`config.mk`:
```
export PLATFORM = sky130hd
export DESIGN_NAME = pc_relative_target_decoder
export DESIGN_NICKNAME = d
export VERILOG_FILES = /design/src/design/pcrtd_pkg.sv /design/src/design/pc_relative_target_decoder.sv /design/src/design/pcrtd_decode.sv /design/src/design/pcrtd_add.sv
export VERILOG_INCLUDE_DIRS = /design/src /design/src/design
export SDC_FILE = /design/constraint.sdc
export NUM_CORES = 1
export LEC_CHECK = 0
export ABC_AREA = 1
export ABC_CLOCK_PERIOD_IN_PS = 6400
export BUFFER_PORTS_ARGS = -buffer_cell sky130_fd_sc_hd__buf_2
export CORE_MARGIN = 5
export CORE_UTILIZATION = 51
export DETAILED_ROUTE_END_ITERATION = 8
export GPL_ROUTABILITY_DRIVEN = 0
export PLACE_DENSITY = 0.72
export SYNTH_ARGS = -nofsm -noshare
export SYNTH_HDL_FRONTEND = slang
export SYNTH_SLANG_ARGS = --single-unit
export TNS_END_PERCENT = 5
```
`constraint.sdc`:
```
create_clock -name clk -period 6.4 [get_ports clk]
set_input_delay 1.92 -clock clk [delete_from_list [all_inputs] [get_ports clk]]
set_output_delay 1.92 -clock clk [all_outputs]
set_load 0.005 [all_outputs]
```
`src/design/pc_relative_target_decoder_defines.svh`:
```
// ----------------------------------------------------------------------------
// pc_relative_target_decoder_defines.svh
// Assertion macros shared by the PC-relative target decoder.
// ----------------------------------------------------------------------------
`ifndef PC_RELATIVE_TARGET_DECODER_DEFINES_SVH
`define PC_RELATIVE_TARGET_DECODER_DEFINES_SVH

// Same-cycle implication, sampled on clk, off while arst_n is low.
`define PCRTD_ASSERT_NOW(label, ante, cons) \
	label: assert property (@(posedge clk) disable iff (!arst_n) (ante) |-> (cons)) \
		else $error("pcrtd same-cycle check failed");

// Next-cycle implication, sampled on clk, off while arst_n is low.
`define PCRTD_ASSERT_NEXT(label, ante, cons) \
	label: assert property (@(posedge clk) disable iff (!arst_n) (ante) |=> (cons)) \
		else $error("pcrtd next-cycle check failed");

`endif

```
`src/design/pcrtd_pkg.sv`:
```
// ----------------------------------------------------------------------------
// pcrtd_pkg
// Types and constants of the PC-relative target decoder.
// ----------------------------------------------------------------------------
`timescale 1ns / 1ps

package pcrtd_pkg;

	// form selector codes
	localparam logic [2:0] ACT_BRANCH = 3'd0;
	localparam logic [2:0] ACT_CMPBR  = 3'd1;
	localparam logic [2:0] ACT_TSTBR  = 3'd2;
	localparam logic [2:0] ACT_ADR    = 3'd3;
	localparam logic [2:0] ACT_ADRP   = 3'd4;

	// bits 30:26 of an unconditional B or BL
	localparam logic [4:0] B_UNCOND_OP = 5'b00101;

	localparam int unsigned ADDR_W = 64;
	localparam int unsigned HALF_W = ADDR_W / 2;

	// decoded side fields that ride along with the target
	typedef struct packed {
		logic [4:0] reg_number;
		logic       is_conditional;
		logic [3:0] cond_code;
		logic       wide_register;
		logic [5:0] test_bit;
	} side_t;

	// stage load strobes from the handshake control
	typedef struct packed {
		logic load_s1;
		logic load_s2;
		logic load_s3;
	} pipe_ctrl_t;

endpackage

```
`src/design/pc_relative_target_decoder.sv`:
```
// ----------------------------------------------------------------------------
// pc_relative_target_decoder
// Decode A64 PC-relative branch and address forms into a 64-bit target.
// ----------------------------------------------------------------------------
// Usage:
//   Input channel (in_valid/in_ready) carries action, instruction_word and
//   program_counter. Output channel (out_valid/out_ready) carries the target
//   address plus register, condition, sf and tested-bit fields, one result
//   per input transfer, in order.
//   Path: each item passes the decode, low-half add and high-half add stage
//   registers in turn. The last stage register drives the outputs.
//   Throughput: one item per cycle while out_ready stays high.
//   Stall: when out_ready is low the output holds; earlier stages keep
//   filling, so up to three items sit in flight before in_ready drops.
//   Reset: arst_n clears every stage valid bit; payload registers are not
//   reset. The block accepts a transfer as soon as reset is released.
// ----------------------------------------------------------------------------
`timescale 1ns / 1ps
`include "pc_relative_target_decoder_defines.svh"

module pc_relative_target_decoder import pcrtd_pkg::*; (
	input  logic              clk,
	input  logic              arst_n,
	input  logic              in_valid,
	output logic              in_ready,
	input  logic [2:0]        action,
	input  logic [31:0]       instruction_word,
	input  logic [ADDR_W-1:0] program_counter,
	output logic              out_valid,
	input  logic              out_ready,
	output logic [ADDR_W-1:0] target_address,
	output logic [4:0]        reg_number,
	output logic              is_conditional,
	output logic [3:0]        cond_code,
	output logic              wide_register,
	output logic [5:0]        test_bit
);

	// stage valid bits
	logic valid_s1;
	logic valid_s2;
	logic valid_s3;

	// per-stage room: a stage can load when empty or when it drains
	logic room_s1;
	logic room_s2;
	logic room_s3;

	pipe_ctrl_t        ctrl;
	logic [ADDR_W-1:0] base_s1;
	logic [ADDR_W-1:0] offset_s1;
	side_t             side_s1;
	logic [ADDR_W-1:0] sum_s3;
	side_t             side_s3;

	// backward ready chain
	assign room_s3 = !valid_s3 || out_ready;
	assign room_s2 = !valid_s2 || room_s3;
	assign room_s1 = !valid_s1 || room_s2;

	assign ctrl.load_s1 = in_valid && room_s1;
	assign ctrl.load_s2 = valid_s1 && room_s2;
	assign ctrl.load_s3 = valid_s2 && room_s3;

	assign in_ready = room_s1;

	// advance valid bits; hold a stage whose successor is full
	always_ff @(posedge clk or negedge arst_n) begin
		if (!arst_n) begin
			valid_s1 <= 1'b0;
			valid_s2 <= 1'b0;
			valid_s3 <= 1'b0;
		end else begin
			valid_s1 <= ctrl.load_s1 || (valid_s1 && !room_s2);
			valid_s2 <= ctrl.load_s2 || (valid_s2 && !room_s3);
			valid_s3 <= ctrl.load_s3 || (valid_s3 && !out_ready);
		end
	end

	// stage 1: form decode, base and offset selection
	pcrtd_decode u_decode (
		.clk              (clk),
		.load             (ctrl.load_s1),
		.action           (action),
		.instruction_word (instruction_word),
		.program_counter  (program_counter),
		.base_s1          (base_s1),
		.offset_s1        (offset_s1),
		.side_s1          (side_s1)
	);

	// stages 2 and 3: split add into the output register
	pcrtd_add u_add (
		.clk       (clk),
		.ctrl      (ctrl),
		.base_s1   (base_s1),
		.offset_s1 (offset_s1),
		.side_s1   (side_s1),
		.sum_s3    (sum_s3),
		.side_s3   (side_s3)
	);

	assign out_valid      = valid_s3;
	assign target_address = sum_s3;
	assign reg_number     = side_s3.reg_number;
	assign is_conditional = side_s3.is_conditional;
	assign cond_code      = side_s3.cond_code;
	assign wide_register  = side_s3.wide_register;
	assign test_bit       = side_s3.test_bit;

	// an empty first stage never refuses a transfer
	`PCRTD_ASSERT_NOW(a_empty_s1_ready, !valid_s1, in_ready)
	// backpressure reaches the input only with every stage full
	`PCRTD_ASSERT_NOW(a_full_when_blocked, !in_ready, valid_s1 && valid_s2 && valid_s3)
	// an item moving out of stage 2 shows up at the output
	`PCRTD_ASSERT_NEXT(a_s2_to_out, valid_s2 && room_s3, out_valid)
	// a stage 2 item blocked by a full output stays put
	`PCRTD_ASSERT_NEXT(a_s2_hold, valid_s2 && !room_s3, valid_s2)

endmodule

```
`src/design/pcrtd_decode.sv`:
```
// ----------------------------------------------------------------------------
// pcrtd_decode
// Stage 1: select the form, build base and scaled offset, extract fields.
// ----------------------------------------------------------------------------
`timescale 1ns / 1ps

module pcrtd_decode import pcrtd_pkg::*; (
	input  logic                clk,
	input  logic                load,
	input  logic [2:0]          action,
	input  logic [31:0]         instruction_word,
	input  logic [ADDR_W-1:0]   program_counter,
	output logic [ADDR_W-1:0]   base_s1,
	output logic [ADDR_W-1:0]   offset_s1,
	output side_t               side_s1
);

	logic [ADDR_W-1:0] base_d;
	logic [ADDR_W-1:0] offset_d;
	side_t             side_d;
	logic [20:0]       adr_imm;

	assign adr_imm = {instruction_word[23:5], instruction_word[30:29]};

	always_comb begin
		base_d   = '0;
		offset_d = '0;
		side_d   = '0;
		unique case (action)
			ACT_BRANCH: begin
				base_d = program_counter;
				if (instruction_word[30:26] == B_UNCOND_OP) begin
					offset_d = {{36{instruction_word[25]}}, instruction_word[25:0], 2'b00};
				end else begin
					offset_d = {{43{instruction_word[23]}}, instruction_word[23:5], 2'b00};
					side_d.is_conditional = 1'b1;
					side_d.cond_code      = instruction_word[3:0];
				end
			end
			ACT_CMPBR: begin
				base_d   = program_counter;
				offset_d = {{43{instruction_word[23]}}, instruction_word[23:5], 2'b00};
				side_d.reg_number    = instruction_word[4:0];
				side_d.wide_register = instruction_word[31];
			end
			ACT_TSTBR: begin
				base_d   = program_counter;
				offset_d = {{48{instruction_word[18]}}, instruction_word[18:5], 2'b00};
				side_d.reg_number = instruction_word[4:0];
				side_d.test_bit   = {instruction_word[31], instruction_word[23:19]};
			end
			ACT_ADR: begin
				base_d   = program_counter;
				offset_d = {{43{adr_imm[20]}}, adr_imm};
				side_d.reg_number = instruction_word[4:0];
			end
			ACT_ADRP: begin
				// page base: drop the low 12 bits of the PC
				base_d   = {program_counter[ADDR_W-1:12], 12'h000};
				offset_d = {{31{adr_imm[20]}}, adr_imm, 12'h000};
				side_d.reg_number = instruction_word[4:0];
			end
			default: begin
				// unused selectors give an all-zero result
				base_d   = '0;
				offset_d = '0;
				side_d   = '0;
			end
		endcase
	end

	always_ff @(posedge clk) begin
		if (load) begin
			base_s1   <= base_d;
			offset_s1 <= offset_d;
			side_s1   <= side_d;
		end
	end

endmodule

```
`src/design/pcrtd_add.sv`:
```
// ----------------------------------------------------------------------------
// pcrtd_add
// Stages 2 and 3: split 64-bit add, low half then high half with carry.
// ----------------------------------------------------------------------------
`timescale 1ns / 1ps

module pcrtd_add import pcrtd_pkg::*; (
	input  logic              clk,
	input  pipe_ctrl_t        ctrl,
	input  logic [ADDR_W-1:0] base_s1,
	input  logic [ADDR_W-1:0] offset_s1,
	input  side_t             side_s1,
	output logic [ADDR_W-1:0] sum_s3,
	output side_t             side_s3
);

	logic [HALF_W-1:0] lo_sum_s2;
	logic              carry_s2;
	logic [HALF_W-1:0] base_hi_s2;
	logic [HALF_W-1:0] offset_hi_s2;
	side_t             side_s2;
	logic [HALF_W:0]   lo_wide;

	assign lo_wide = {1'b0, base_s1[HALF_W-1:0]} + {1'b0, offset_s1[HALF_W-1:0]};

	always_ff @(posedge clk) begin
		if (ctrl.load_s2) begin
			lo_sum_s2    <= lo_wide[HALF_W-1:0];
			carry_s2     <= lo_wide[HALF_W];
			base_hi_s2   <= base_s1[ADDR_W-1:HALF_W];
			offset_hi_s2 <= offset_s1[ADDR_W-1:HALF_W];
			side_s2      <= side_s1;
		end
	end

	always_ff @(posedge clk) begin
		if (ctrl.load_s3) begin
			// carry out of the top half is dropped: the sum wraps
			sum_s3  <= {base_hi_s2 + offset_hi_s2 + {{(HALF_W-1){1'b0}}, carry_s2}, lo_sum_s2};
			side_s3 <= side_s2;
		end
	end

endmodule
```
==> results of run 1 <==
## final cells by class
type / count / area [um^2]
repair buffers: 191 / 971
well taps: 378 / 473
flip-flops and latches: 281 / 8420
diodes: 1 / 2.50
clock inverters: 19 / 113
fillers: 2414 / 11200
clock buffers: 32 / 716
multi-input cells: 939 / 4650
inverters: 336 / 1270
## placed cells by master (no fill, tap or decap), types with 10 or more instances in the layout
cell and n:
ha_1 62, buf_2 185, o22ai_1 10, nand2_1 495, clkbuf_16 28, o21ai_0 10
nor3_1 11, nand3_1 59, edfxtp_1 278, nor2_1 168, xor2_1 29, a21oi_1 42
inv_1 327
## kinds of logic after synthesis
family / share of synthesized area [%]
adder cells (fa/ha/maj): 5.82
flip-flops: 58.6
XOR/XNOR: 1.89
AND/OR/NAND/NOR: 20.8
buffers and inverters: 9.12
AO/OA/AOI/OAI: 3.78
## worst min-delay path by stage
stage / slack (ps) / startpoint / cells after the start / to
after floorplan: 400 / u_decode.base_s1[32]$_DFFE_PP_ / 0 / u_add.base_hi_s2[0]$_DFFE_PP_
after global placement: 400 / u_add.side_s2[16]$_DFFE_PP_ / 0 / u_add.side_s3[16]$_DFFE_PP_
after detailed placement: 400 / u_decode.base_s1[54]$_DFFE_PP_ / 0 / u_add.base_hi_s2[22]$_DFFE_PP_
after CTS: 410 / u_add.lo_sum_s2[9]$_DFFE_PP_ / 0 / u_add.sum_s3[9]$_DFFE_PP_
after global routing: 420 / u_add.lo_sum_s2[9]$_DFFE_PP_ / 0 / u_add.sum_s3[9]$_DFFE_PP_
final: 410 / u_add.lo_sum_s2[0]$_DFFE_PP_ / 0 / u_add.sum_s3[0]$_DFFE_PP_
## power breakdown
part	leakage [nW]	internal, mW	switching, mW	total (mW)
Clock	0.404	0.806	0.670	1.48
Combinational	5.10	0.332	0.627	0.959
Sequential	2.76	2.32	0.0663	2.39
Total	8.27	3.46	1.36	4.82
## stage by stage
stage	hold WS (ps)	setup slack, ps	cell area (um^2)
finish	413	1920	16600
global route	422	1870	16600
CTS	413	1920	16600
detailed placement	405	1910	15800
global placement	400	1960	15800
floorplan	400	1490	14400
## registers in the layout (all words and copies together), names as in the netlist, 17 cells and up
name	cells
u_decode.offset_s1	33
u_add.lo_sum_s2	32
u_decode.base_s1	64
u_add.sum_s3	64
u_add.side_s3	17
u_add.base_hi_s2	32
u_add.side_s2	17
u_decode.side_s1	17
## worst max-delay path: cells and delay by family
family,cells,cell delay [ps]
buffers and inverters,3,330
and+or+nand+nor,3,310
## layer usage
layer / vias up / routed length (um) / track usage (%)
met5: - / 0 / 0
met4: 0 / 707 / 4.96
met3: 57 / 1930 / 2.98
met2: 348 / 14800 / 34.2
met1: 4771 / 13500 / 26.0
li1: 5400 / - / -
==> results.cfg, run 1 <==
[status]
outcome = finished, final reports clean

[logic_synthesis]
yosysTopAreaCellShare_pct = 58.1
synth_area_mm2 = 0.0144
synth_edf_count = 278
synth_area_leaders = edfxtp_1, nand2_1, inv_1
yosysMostFrequentCell = nand2_1
synth_flop_cell = edfxtp_1
yosysWarningCount = 0
synth.distinct_cells = 37
netlist_top_cells_count = nand2_1, inv_1, edfxtp_1, nor2_1, ha_1
synth_seq_area_share_pct = 58.6
synth_top_area_cell = edfxtp_1
synth_area_per_cell_um2 = 9.18
synth_nets = 1733
synth-seq-cells = 281
synthCells = 1565
synthArstFlopShare_pct = 1.07

[setup_path]
critPathKind = in2out
crit_path_start_kind = primary input
worstPathArrival_ps = 2560
reg2reg_slack_ps = 3540
slowest_delay_ps = 140
cp_slowest_cell = buf_2
r2r-start = u_add.offset_hi_s2[30]$_DFFE_PP_
cp-startpoint = out_ready
critPathCapture = in_ready
crit_chain = buf_2, inv_1, nand2_1, nor2_1, nand2_1, buf_2
cp_max_fo = 3
required_ps = 4480
cp-end-kind = output pin
r2r_cells = 13
r2r-end = u_add.sum_s3[60]$_DFFE_PP_

[timing]
max_freq_mhz = 223
rsz0062_at_grt = no
maxSlewViolCount = 0
setup_viol_count_final = 0
fin_crit_ps = 4480
tightest_slew_ps = 1030
period_share_pct = 69.9
maxSlewHeadroom_pct = 31.1
hold_viol_final = 0
setup_tns_ps = 0
finClkSkew_ps = 15.2

[clock_network]
clockBufferDepth = 3
cts_tree = yes
cts-root-buf = clkbuf_16
h-tree-depth = 1
numCtsBuffers = 28
cts_resized = 0
clk_pin_slew_worst_paths_ps = 60
clock_latency_ps = 540
hold_buffers = 0
cts_setup_buffers = 0
clock_sinks = 281

[power_and_ir_drop]
power_density_mw_per_mm2 = 290
p_leak_nw = 8.27
power.total_mw = 4.82
irDropWorstVdd_mv = 0.181

[floorplanning]
die_h_um = 178
ios = 186
initial_core_util_pct = 51.7
die_area_mm2 = 0.0316
rows = 61
die_w_um = 178
core_area_mm2 = 0.0278

[cells_and_area]
area_delta_synth_final_pct = 15.6
final_nets = 1945
drive_gt1_share_pct = 14.1
final_core_util_pct = 59.8
final_cells = 2177

[detailed_routing]
drt_wl_total_mm = 31.0
firstDrtPassIters = 5
drt_iter0_drc = 679
wl_per_cell_um = 14.2
drc = 0
drt.antenna.violating_nets = 0
viasPerCell = 4.86
vias = 10600

[global_routing]
grt_antenna_before_repair = 1
grt_usage_pct = 19.7
overflow = 0
grt_pass1_vias = 10300
grt_max_degree = 85
grt_pass1_wl_mm = 49.7

[placement]
hpwl_mm = 24.2
dp.cells = 2125
io_buffers = 185

[min_path]
hold_class = reg2reg

[run]
cap_violations = 0
No activity file was read; power rests on OpenSTA's default activity.
==> run 2, diff against run 1 <==
- ABC_CLOCK_PERIOD_IN_PS: 6400 -> 4550
- clock period: 6.4 -> 4.55 ns (I/O delays scaled with it)
==> run 2 against run 1 <==
Effect of this change:
- sequential power is 41% higher
- via count is 0.20% higher
- non-clock buffer count stayed put
- clock skew is 2.4 ps higher
- wire length is 1.3% lower
- sequential share of layout area hardly changed
- largest cell class unchanged
- final cell count is 0.14% lower
- total power is 40% higher
- register-to-register slack worse by 1900 ps
- utilization hardly changed
- final area hardly changed
- critical endpoint unchanged
- count of clock-buffer cells in the layout is 2 higher
- largest power group unchanged
==> results.cfg, run 2 (synthesis gave the netlist of run 1 again) <==
[cells_and_area]
diodes = 0
final_nets = 1946
finalInstanceArea_mm2 = 0.0166
layout_common_cells = nand2_1, inv_1, edfxtp_1
nFillCells = 2432
drive_gt1_share_pct = 14.0
top_regs = u_add.sum_s3 x64, u_decode.base_s1 x64, u_decode.offset_s1 x33
final_common_cell = nand2_1
area_delta_synth_final_pct = 15.6

[clock_network]
cts_setup_buffers = 0
clock_latency_ps = 550
cts_tree = yes
cts_resized = 0
clockBufferDepth = 3
h-tree-depth = 1
cts-root-buf = clkbuf_16
numCtsBuffers = 29
clock_sinks = 281
hold_buffers = 0
clk_pin_slew_worst_paths_ps = 60

[timing]
fin_ws_ps = 1180
tightest_slew_ps = 1060
maxSlewViolCount = 0
maxSlewHeadroom_pct = 29.1
rsz0062_at_grt = no
setup_viol_count_final = 0
setup_tns_ps = 0
max_freq_mhz = 297
finClkSkew_ps = 17.6
hold_viol_final = 0
period_share_pct = 74.0
fin_crit_ps = 3370
hold_slack_ps = 409

[setup_path]
cp_max_fo = 3
required_ps = 3180
cp-startpoint = out_ready
worstPathArrival_ps = 2000
r2r-start = u_add.offset_hi_s2[30]$_DFFE_PP_
critPathKind = in2out
r2r_cells = 12
cp-end-kind = output pin
crit_path_start_kind = primary input

[placement]
post_dp_cell_area_mm2 = 0.0158
hpwl_mm = 23.8
io_buffers = 185
dp_slack_ps = 1170

[min_path]
hold_class = reg2reg
min_from = u_add.lo_sum_s2[12]$_DFFE_PP_
hold_path_depth = 0

[power_and_ir_drop]
power.internal_mw = 4.89
p_seq_share_pct = 49.7
power_density_mw_per_mm2 = 408
power_switching_share_pct = 27.8
power_switching_mw = 1.88
p_clk_share_pct = 30.5
comb_power_share_pct = 19.8
irDropWorstVdd_mv = 0.245
p_leak_nw = 8.27
power.total_mw = 6.77

[global_routing]
grt_antenna_before_repair = 0
grt_max_degree = 84
grt_pass1_wl_mm = 49.0
overflow = 0
grt_pass1_vias = 10300
grt_usage_pct = 19.4

[floorplanning]
ios = 186
die_h_um = 178
core_area_mm2 = 0.0278
die_w_um = 178
initial_core_util_pct = 51.7
die_area_mm2 = 0.0316
rows = 61

[status]
outcome = finished, final reports clean

[detailed_routing]
drt_wl_total_mm = 30.6
firstDrtPassIters = 5
viasPerCell = 4.87
wl_per_cell_um = 14.1
drc = 0
drt.antenna.violating_nets = 0
vias = 10600
drt_iter0_drc = 605

[run]
cap_violations = 0
==> run 2: path summary, 6_finish.rpt <==
kind	endpoint	slack [ps]
max in group asynchronous	valid_s1$_DFF_PN0_	3830
worst min-delay path	u_add.sum_s3[12]$_DFFE_PP_	410
worst max-delay path	in_ready	1180
worst min register to register	u_add.sum_s3[12]$_DFFE_PP_	410
worst max register to register	u_add.sum_s3[52]$_DFFE_PP_	1660
min in group asynchronous	out_valid$_DFF_PN0_	610
==> run 2: power by group through the flow <==
| stage | registers [mW] | logic [mW] | clock network, mW |
|---|---|---|---|
| finish | 3.37 | 1.34 | 2.06 |
| CTS | 3.37 | 1.34 | 2.10 |
| floorplan | 3.42 | 0.876 | 0 |
| detailed placement | 3.43 | 1.34 | 0 |
| global route | 3.39 | 1.53 | 2.23 |
| global placement | 3.41 | 1.30 | 0 |
==> run 2: layout make-up <==
type | count | area (um^2) | share of cell area, %
clock inverter | 15 | 72.6 | 0.437
sequential | 281 | 8420 | 50.7
clock buffer | 34 | 744 | 4.48
timing repair buffer | 191 | 983 | 5.92
inverter | 336 | 1270 | 7.63
multi-input combinational | 939 | 4650 | 28.0
tap | 378 | 473 | 2.85
==> run 2: critical path, stage by stage <==
cell and delay, ps:
buf_2 100, inv_1 100, nand2_1 90, nor2_1 110, nand2_1 100, buf_2 140
==> run 2: metrics by stage <==
stage	instances	util, %
final	2174	59.8
after global routing	2174	59.8
after CTS	2174	59.8
after detailed placement	2125	56.9
after global placement	2125	56.9
after floorplan	1565	-
==> run 2: layer usage <==
| layer | wire length (um) | vias to the layer above | part of all wire, % | GRT usage (%) |
|---|---|---|---|---|
| met3 | 1980 | 69 | 6.5 | 2.64 |
| met1 | 13100 | 4774 | 43 | 25.4 |
| met2 | 14600 | 359 | 48 | 33.4 |
| li1 | - | 5395 | - | - |
| met4 | 901 | 0 | 2.9 | 6.80 |
| met5 | 0 | - | 0 | 0 |
==> run 3, diff against run 2 <==
- ABC_CLOCK_PERIOD_IN_PS: 4550 -> 3100
- clock period: 4.55 -> 3.1 ns (I/O delays scaled with it)
==> run 3 against run 2 <==
Effect of this change:
- first-iteration DRC count increased by 17%
- wire length grew 0.46%
- critical path depth is 6 higher
- register-to-register slack got worse by 1100 ps
- final cell count hardly changed
- clock power is 64% higher
- clock skew down 10 ps
- hold slack worse by 250 ps
- utilization grew 0.47 points
- total power rose by 52%
- count of clock-buffer cells in the layout decreased by 3
- critical path type is now reg2reg
- highest routed layer unchanged
==> results.cfg, run 3 (synthesis gave the netlist of run 1 again) <==
[clock_network]
cts_tree = yes
hold_buffers = 0
clockBufferDepth = 3
clk_pin_slew_worst_paths_ps = 60
h-tree-depth = 1
cts-root-buf = clkbuf_16
numCtsBuffers = 28
cts_setup_buffers = 0
cts_resized = 0
clock_sinks = 281
clock_latency_ps = 550

[detailed_routing]
drc = 0
drt_wl_total_mm = 30.7
vias = 10600
drt_iter0_drc = 708
wl_per_cell_um = 14.1
drt.antenna.violating_nets = 0
firstDrtPassIters = 5
viasPerCell = 4.88

[cells_and_area]
final_core_util_pct = 60.3
final_cells = 2176
diodes = 0
final_nets = 1944
layout_common_cells = nand2_1, inv_1, edfxtp_1
final_common_cell = nand2_1
top_regs = u_add.sum_s3 x64, u_decode.base_s1 x64, u_decode.offset_s1 x33
area_delta_synth_final_pct = 16.6
finalInstanceArea_mm2 = 0.0167
drive_gt1_share_pct = 14.5

[setup_path]
crit_path_start_kind = flip-flop
crit_path_frequent_cell = nand2_1
cp-end-kind = flip-flop
worstPathArrival_ps = 2860
critPathBufInv = 0
required_ps = 3400
crit_chain = fa_1, fa_1, nand3_1, nand3_1, nand2_1, nand2_1, nand2_1, nand2_1, nand2_1, nand2_1, nand2_1, nand2_1
slowest_delay_ps = 510
critPathKind = reg2reg
path_delay_family = adder cells
cp_slowest_cell = fa_1
cp_max_fo = 4

[placement]
post_dp_cell_area_mm2 = 0.0158
dp_slack_ps = 516
dp.cells = 2124
hpwl_mm = 23.2
io_buffers = 185

[floorplanning]
initial_core_util_pct = 51.7
die_h_um = 178
die_w_um = 178
core_area_mm2 = 0.0278
die_area_mm2 = 0.0316
rows = 61
ios = 186

[global_routing]
grt_usage_pct = 19.7
grt_max_degree = 115
grt_pass1_wl_mm = 49.8
grt_pass1_vias = 10300
grt_antenna_before_repair = 0
overflow = 0

[timing]
fin_ws_ps = 542
finClkSkew_ps = 7.54
tightest_slew_ps = 1080
setup_viol_count_final = 0
setup_tns_ps = 0
maxSlewViolCount = 0
hold_viol_final = 0
maxSlewHeadroom_pct = 28.1
hold_slack_ps = 163
rsz0062_at_grt = no
fin_crit_ps = 2560
period_share_pct = 82.5
max_freq_mhz = 391

[power_and_ir_drop]
p_leak_nw = 8.32
irDropWorstVdd_mv = 0.452
power_density_mw_per_mm2 = 614
power.total_mw = 10.3

[run]
cap_violations = 0

[min_path]
hold_class = in2async

[status]
outcome = finished, final reports clean
[run 3: cell types whose count changed in the layout (fill, tap and decap cells not counted), sizes merged]
cell,previous run,this run
clkinvlp,0,5
buf,191,190
clkbuf,34,31
inv,337,335
bufinv,0,3
[run 3: layout make-up]
class                           count  area, um^2
Timing Repair Buffer              190        1000
Clock buffer                       31         733
Sequential cell                   281        8420
Fill cell                        2460       11000
Inverter                          336        1270
Tap cell                          378         473
Multi-Input combinational cell    939        4650
Clock inverter                     21         196
[run 3: power breakdown]
part | internal (mW) | switching, mW | leakage, nW
Sequential | 4.80 | 0.134 | 2.76
Combinational | 0.692 | 1.30 | 5.10
Clock | 1.96 | 1.41 | 0.449
Total | 7.45 | 2.84 | 8.32
[run 3: path summary, 6_finish.rpt]
check                                                  from                           to  slack (ps)  cells past startpoint
max                        u_add.offset_hi_s2[30]$_DFFE_PP_   u_add.sum_s3[60]$_DFFE_PP_         540                     12
max reg2reg                u_add.offset_hi_s2[30]$_DFFE_PP_   u_add.sum_s3[60]$_DFFE_PP_         540                     12
max in group asynchronous                            arst_n           valid_s2$_DFF_PN0_        2830                      1
min                                                  arst_n          out_valid$_DFF_PN0_         160                      1
min in group clk                u_add.side_s2[15]$_DFFE_PP_  u_add.side_s3[15]$_DFFE_PP_         410                      0
min reg2reg                     u_add.side_s2[15]$_DFFE_PP_  u_add.side_s3[15]$_DFFE_PP_         410                      0
[run 3: routing by layer]
metal,routed length (um),global-route usage [%]
met4,767,5.12
met2,14800,34.4
met1,13200,26.0
met5,0,0
met3,1970,2.81
[run 3: worst register-to-register path: cells and delay by family, from the launching register on]
| kind | cells | cell delay (ps) |
|---|---|---|
| fa+ha+maj | 2 | 980 |
| simple gates | 10 | 910 |
| flops | 1 | 430 |
